**config.mk**
```make
export PLATFORM = sky130hd
export DESIGN_NAME = dtl_seq
export DESIGN_NICKNAME = d
export VERILOG_FILES = /design/src/design/dtl_pkg.sv /design/src/design/dtl_seq.sv
export SDC_FILE = /design/constraint.sdc
export NUM_CORES = 1
export LEC_CHECK = 0
export BUFFER_PORTS_ARGS = -buffer_cell sky130_fd_sc_hd__buf_2
export CAP_MARGIN = 20
export CORE_AREA = 10 10 47 49
export CTS_BUF_LIST = sky130_fd_sc_hd__clkbuf_8
export CTS_CLUSTER_DIAMETER = 40
export DETAILED_ROUTE_END_ITERATION = 16
export DIE_AREA = 0 0 57 59
export GPL_TIMING_DRIVEN = 0
export PLACE_DENSITY = 0.53
export RECOVER_POWER = 25
export SYNTH_ARGS = -nofsm -noshare
export SYNTH_HDL_FRONTEND = slang
export SYNTH_SLANG_ARGS = --single-unit
```
**constraint.sdc**
```tcl
create_clock -name aclk -period 2.4 [get_ports aclk]
set_input_delay 0.24 -clock aclk [delete_from_list [all_inputs] [get_ports aclk]]
set_output_delay 0.24 -clock aclk [all_outputs]
set_load 0.1 [all_outputs]
```
**src/design/dtl_pkg.sv**
```systemverilog
// Shared constants, types, microcode program and helpers of the dedup table unit.
package dtl_pkg;

    // Table geometry
    localparam int ENTRIES_PER_KIND = 16;
    localparam int SHAPE_KINDS      = 3;
    localparam int TOTAL_ENTRIES    = ENTRIES_PER_KIND * SHAPE_KINDS;
    localparam int ADDR_W           = $clog2(TOTAL_ENTRIES);
    localparam int IDX_W            = $clog2(ENTRIES_PER_KIND);
    localparam int KIND_W           = 2;
    localparam int WORD_W           = 32;
    localparam int KEY_W            = 3 * WORD_W;

    // Stream widths
    localparam int S_TDATA_W = ((KEY_W + IDX_W + 7) / 8) * 8;
    localparam int S_TUSER_W = 1 + KIND_W;
    localparam int M_TDATA_W = 8;

    // Result status codes
    typedef enum logic [1:0] {
        ST_OK           = 2'd0,
        ST_FULL         = 2'd1,
        ST_FREE_RELEASE = 2'd2,
        ST_NEG_KEY      = 2'd3
    } status_t;

    // Operation codes
    localparam logic OP_ACQUIRE = 1'b0;
    localparam logic OP_RELEASE = 1'b1;

    // Datapath actions driven by a control word
    typedef enum logic [2:0] {
        A_NONE      = 3'd0,
        A_ACCEPT    = 3'd1,
        A_SCAN_INIT = 3'd2,
        A_SCAN      = 3'd3,
        A_RESOLVE   = 3'd4,
        A_ERR       = 3'd5,
        A_RELEASE   = 3'd6
    } action_t;

    // Branch conditions
    typedef enum logic [2:0] {
        C_IN_VALID  = 3'd0,
        C_RELEASE   = 3'd1,
        C_ACQ_ERR   = 3'd2,
        C_SCAN_MORE = 3'd3,
        C_OUT_BUSY  = 3'd4
    } cond_t;

    // Program steps
    localparam int STEP_W = 3;
    typedef logic [STEP_W-1:0] step_t;
    localparam step_t STEP_IDLE     = 3'd0;
    localparam step_t STEP_DISPATCH = 3'd1;
    localparam step_t STEP_CHECK    = 3'd2;
    localparam step_t STEP_SCAN     = 3'd3;
    localparam step_t STEP_RESOLVE  = 3'd4;
    localparam step_t STEP_ERR      = 3'd5;
    localparam step_t STEP_REL      = 3'd6;

    // One control word: action, branch condition, target when taken, target otherwise
    typedef struct packed {
        action_t action;
        cond_t   cond;
        step_t   jump;
        step_t   next;
    } ctrl_word_t;

    // Condition flags from datapath to sequencer
    typedef struct packed {
        logic in_valid;
        logic is_release;
        logic acq_err;
        logic scan_more;
        logic out_busy;
    } flags_t;

    // Microcode ROM
    function automatic ctrl_word_t program_rom(input step_t step);
        ctrl_word_t w;
        case (step)
            STEP_IDLE:     w = '{A_ACCEPT,    C_IN_VALID,  STEP_DISPATCH, STEP_IDLE};
            STEP_DISPATCH: w = '{A_NONE,      C_RELEASE,   STEP_REL,      STEP_CHECK};
            STEP_CHECK:    w = '{A_SCAN_INIT, C_ACQ_ERR,   STEP_ERR,      STEP_SCAN};
            STEP_SCAN:     w = '{A_SCAN,      C_SCAN_MORE, STEP_SCAN,     STEP_RESOLVE};
            STEP_RESOLVE:  w = '{A_RESOLVE,   C_OUT_BUSY,  STEP_RESOLVE,  STEP_IDLE};
            STEP_ERR:      w = '{A_ERR,       C_OUT_BUSY,  STEP_ERR,      STEP_IDLE};
            STEP_REL:      w = '{A_RELEASE,   C_OUT_BUSY,  STEP_REL,      STEP_IDLE};
            default:       w = '{A_NONE,      C_IN_VALID,  STEP_IDLE,     STEP_IDLE};
        endcase
        return w;
    endfunction

    // Flat table address of one entry of one kind
    function automatic logic [ADDR_W-1:0] entry_addr(input logic [KIND_W-1:0] kind,
                                                     input logic [IDX_W-1:0]  idx);
        return ADDR_W'(ADDR_W'(kind) * ADDR_W'(ENTRIES_PER_KIND) + ADDR_W'(idx));
    endfunction

    // Key word fails "x >= 0" as a single: NaN, or negative nonzero
    function automatic logic key_negative(input logic [WORD_W-1:0] bits);
        logic [WORD_W-2:0] mag;
        mag = bits[WORD_W-2:0];
        return (mag > 31'h7F80_0000) || (bits[WORD_W-1] && (mag != '0));
    endfunction

endpackage

```
**src/design/dtl_seq.sv**
```systemverilog
// Microcode sequencer: step counter, program ROM and conditional branch.
module dtl_seq (
    input  logic                aclk,
    input  logic                aresetn,
    input  dtl_pkg::flags_t     flags,
    output dtl_pkg::ctrl_word_t ctrl
);

    dtl_pkg::step_t pc_reg;
    dtl_pkg::step_t pc_next;
    logic           taken;

    assign ctrl = dtl_pkg::program_rom(pc_reg);

    // Branch condition select
    always_comb begin
        case (ctrl.cond)
            dtl_pkg::C_IN_VALID:  taken = flags.in_valid;
            dtl_pkg::C_RELEASE:   taken = flags.is_release;
            dtl_pkg::C_ACQ_ERR:   taken = flags.acq_err;
            dtl_pkg::C_SCAN_MORE: taken = flags.scan_more;
            dtl_pkg::C_OUT_BUSY:  taken = flags.out_busy;
            default:              taken = 1'b0;
        endcase
        pc_next = taken ? ctrl.jump : ctrl.next;
    end

    // Step counter
    always_ff @(posedge aclk) begin
        if (!aresetn) begin
            pc_reg <= dtl_pkg::STEP_IDLE;
        end else begin
            pc_reg <= pc_next;
        end
    end

endmodule

```
==> results.cfg <==
[synthesis]
synth-xor-area-share = 0.04560
synth-seq-area-share = 0.1564
synth_simple_gate_area_share = 0.3192
syn_avg_cell_area_um2 = 8.173
synth_fp_nets = 54
synth_area_um2 = 384.1
synth_fa_ha_area_frac = 0
synthCells = 47
synth_top_family_by_area = compound AO/OA/AOI/OAI gates
synthMuxAreaShare = 0.02606
yosys_warnings = 0
synth.distinct_cells = 29
synthFlopType = dfxtp_1
synth_edf_count = 0
ys_seq_elements = 3
ys_async_sr_fraction = 0
synth-compound-area-share = 0.3322

[clock_network]
cts_hold_buffers = 0
clk_latency_ps = 210
cts_buffers = 3
clockBufferDepth = 2
htreeDepth = 1
ctsResizeCount = 0
post-cts-setup-buffer-count = 0
cts_root_buf = clkbuf_8
clk_pin_slew_ps = 30
cts_tree = done
cts_sinks = 3

[drt]
drc = 0
drt-pass1-iter-count = 4
ant_nets = 0
first_iter_violations = 10
post_drt_wl_per_cell_um = 11.49
drt-total-wl_um = 977
vias = 407
routed_via_density = 4.788

[worst_setup_path]
crit_path_end_kind = primary output
critical_path.startpoint_type = flop
worst-path-max-fanout = 10
arrival_ps = 1610
rr_endpoint = pc_reg[0]
critPathKind = reg -> out
r2r_start = pc_reg[0]
rrSetupSlack_ps = 1170
required_ps = 2160
worstRegToRegCells = 4

[global_route]
grt_overflow = 0
antenna_found_initial = 0
grt_pass1_vias = 388
grt_max_degree = 11
grt_pass1_wl_um = 1704
grtUsageTotal = 0.06212

[timing]
slew_viol_final = 0
hold_viol = 0
rsz0062_at_grt = no
fin_setup_tns_ps = 0
fmax_ghz = 0.5397
clock_skew_ps = 0.9430
worst_pin_slew_ps = 490.2
final-setup-viol-count = 0
timing.final.crit_share = 0.7721
period_minus_slack_ps = 1853
relSlewSlack = 0.6755

[place]
io_buffers = 18
dp_hpwl_um = 804.2
gp_congestion = 0.7821
dp.cells = 81
placed_area_um2 = 509.2

[status]
status = finished, final reports clean

[die]
core_um2 = 1401
rows = 14
start_util = 0.2741
die_h_um = 59
fp.dieW_um = 57
dieArea_um2 = 3363
ioPinCount = 19

[cells_and_area]
mostFrequentLayoutCells = buf_2 (19), inv_1 (4), nand2b_1 (4)
final_common_cell = buf_2
design_area_um2 = 554.3
layout.nets = 77
finalNonFillerCells = 85
largest_reg_flops = 3
drive_gt1_frac = 0.5217
area_growth_pct = 44.30
insertedDiodeCount = 0

[run]
maxCapViolCount = 0

[min_path]
hp-class = in -> reg
hold_start = aresetn
worstHoldEndpoint = pc_reg[0]
whs_path_depth = 2
[worst max-delay path: stages (launching register included)]
cell and delay, ps:
dfxtp_1 470, buf_6 200, xnor2_1 140, nor2_2 50, or2_2 260, buf_2 290
[synth_stat cells, drive strengths merged, types with 2 or more instances]
master  count  area share
a21oi       4       0.052
inv         3       0.029
and2        2       0.033
dfxtp       3        0.16
nand2b      4       0.065
buf         4       0.091
or2         2       0.033
o211a       2       0.052
nor2        3       0.036
nor2b       2       0.033
xnor2       2       0.046
and2b       2       0.052
a31oi       2       0.033
[per-layer routing]
metal | wire length [um] | vias up | global-route usage
met5 | 0 | - | 0
met4 | 0 | 0 | 0.03020
met3 | 67 | 0 | 0.03648
met2 | 501 | 8 | 0.09767
met1 | 408 | 188 | 0.06501
li1 | - | 211 | -
[through the flow]
stage	setup WS [ps]	hold WS, ps	utilization
3_3_place_gp	755.3	499.4	0.3634
6_report	547.0	287.4	0.3955
2_1_floorplan	56.40	367.9	-
4_1_cts	551.2	283.0	0.3955
5_1_grt	480.5	285.9	0.3955
3_5_place_dp	778.9	498.9	0.3634
[area by class of cell]
cell class,count,area (um^2)
clock inverter,1,3.754
fill,157,847.1
clock buffer,3,41.29
multi-input combinational,37,292.8
tap,16,20.02
timing repair buffer,18,90.09
buffer,4,35.03
inverter,3,11.26
sequential,3,60.06
[cell families (layout without fill, tap and decap cells)]
logic type / after synthesis / in the layout
muxes: 1 / 1
buffers and inverters: 7 / 29
DFF: 3 / 3
and+or+nand+nor: 19 / 19
xor gates and xnor gates: 2 / 2
AOI/OAI and AO/OA: 15 / 15
[how the worst max path moves through the flow]
stage               startpoint        to  slack [ps]  depth (start not counted)
floorplan            pc_reg[1]  ctrl[10]          60                          3
detailed placement   pc_reg[0]   ctrl[5]         780                          5
global placement     pc_reg[0]   ctrl[5]         760                          5
finish               pc_reg[0]   ctrl[5]         550                          5
global route         pc_reg[0]   ctrl[5]         480                          5
CTS                  pc_reg[0]   ctrl[5]         550                          5
Power is not shown: default switching activity piles up to over one toggle a cycle in this logic, so the estimate is an artifact.
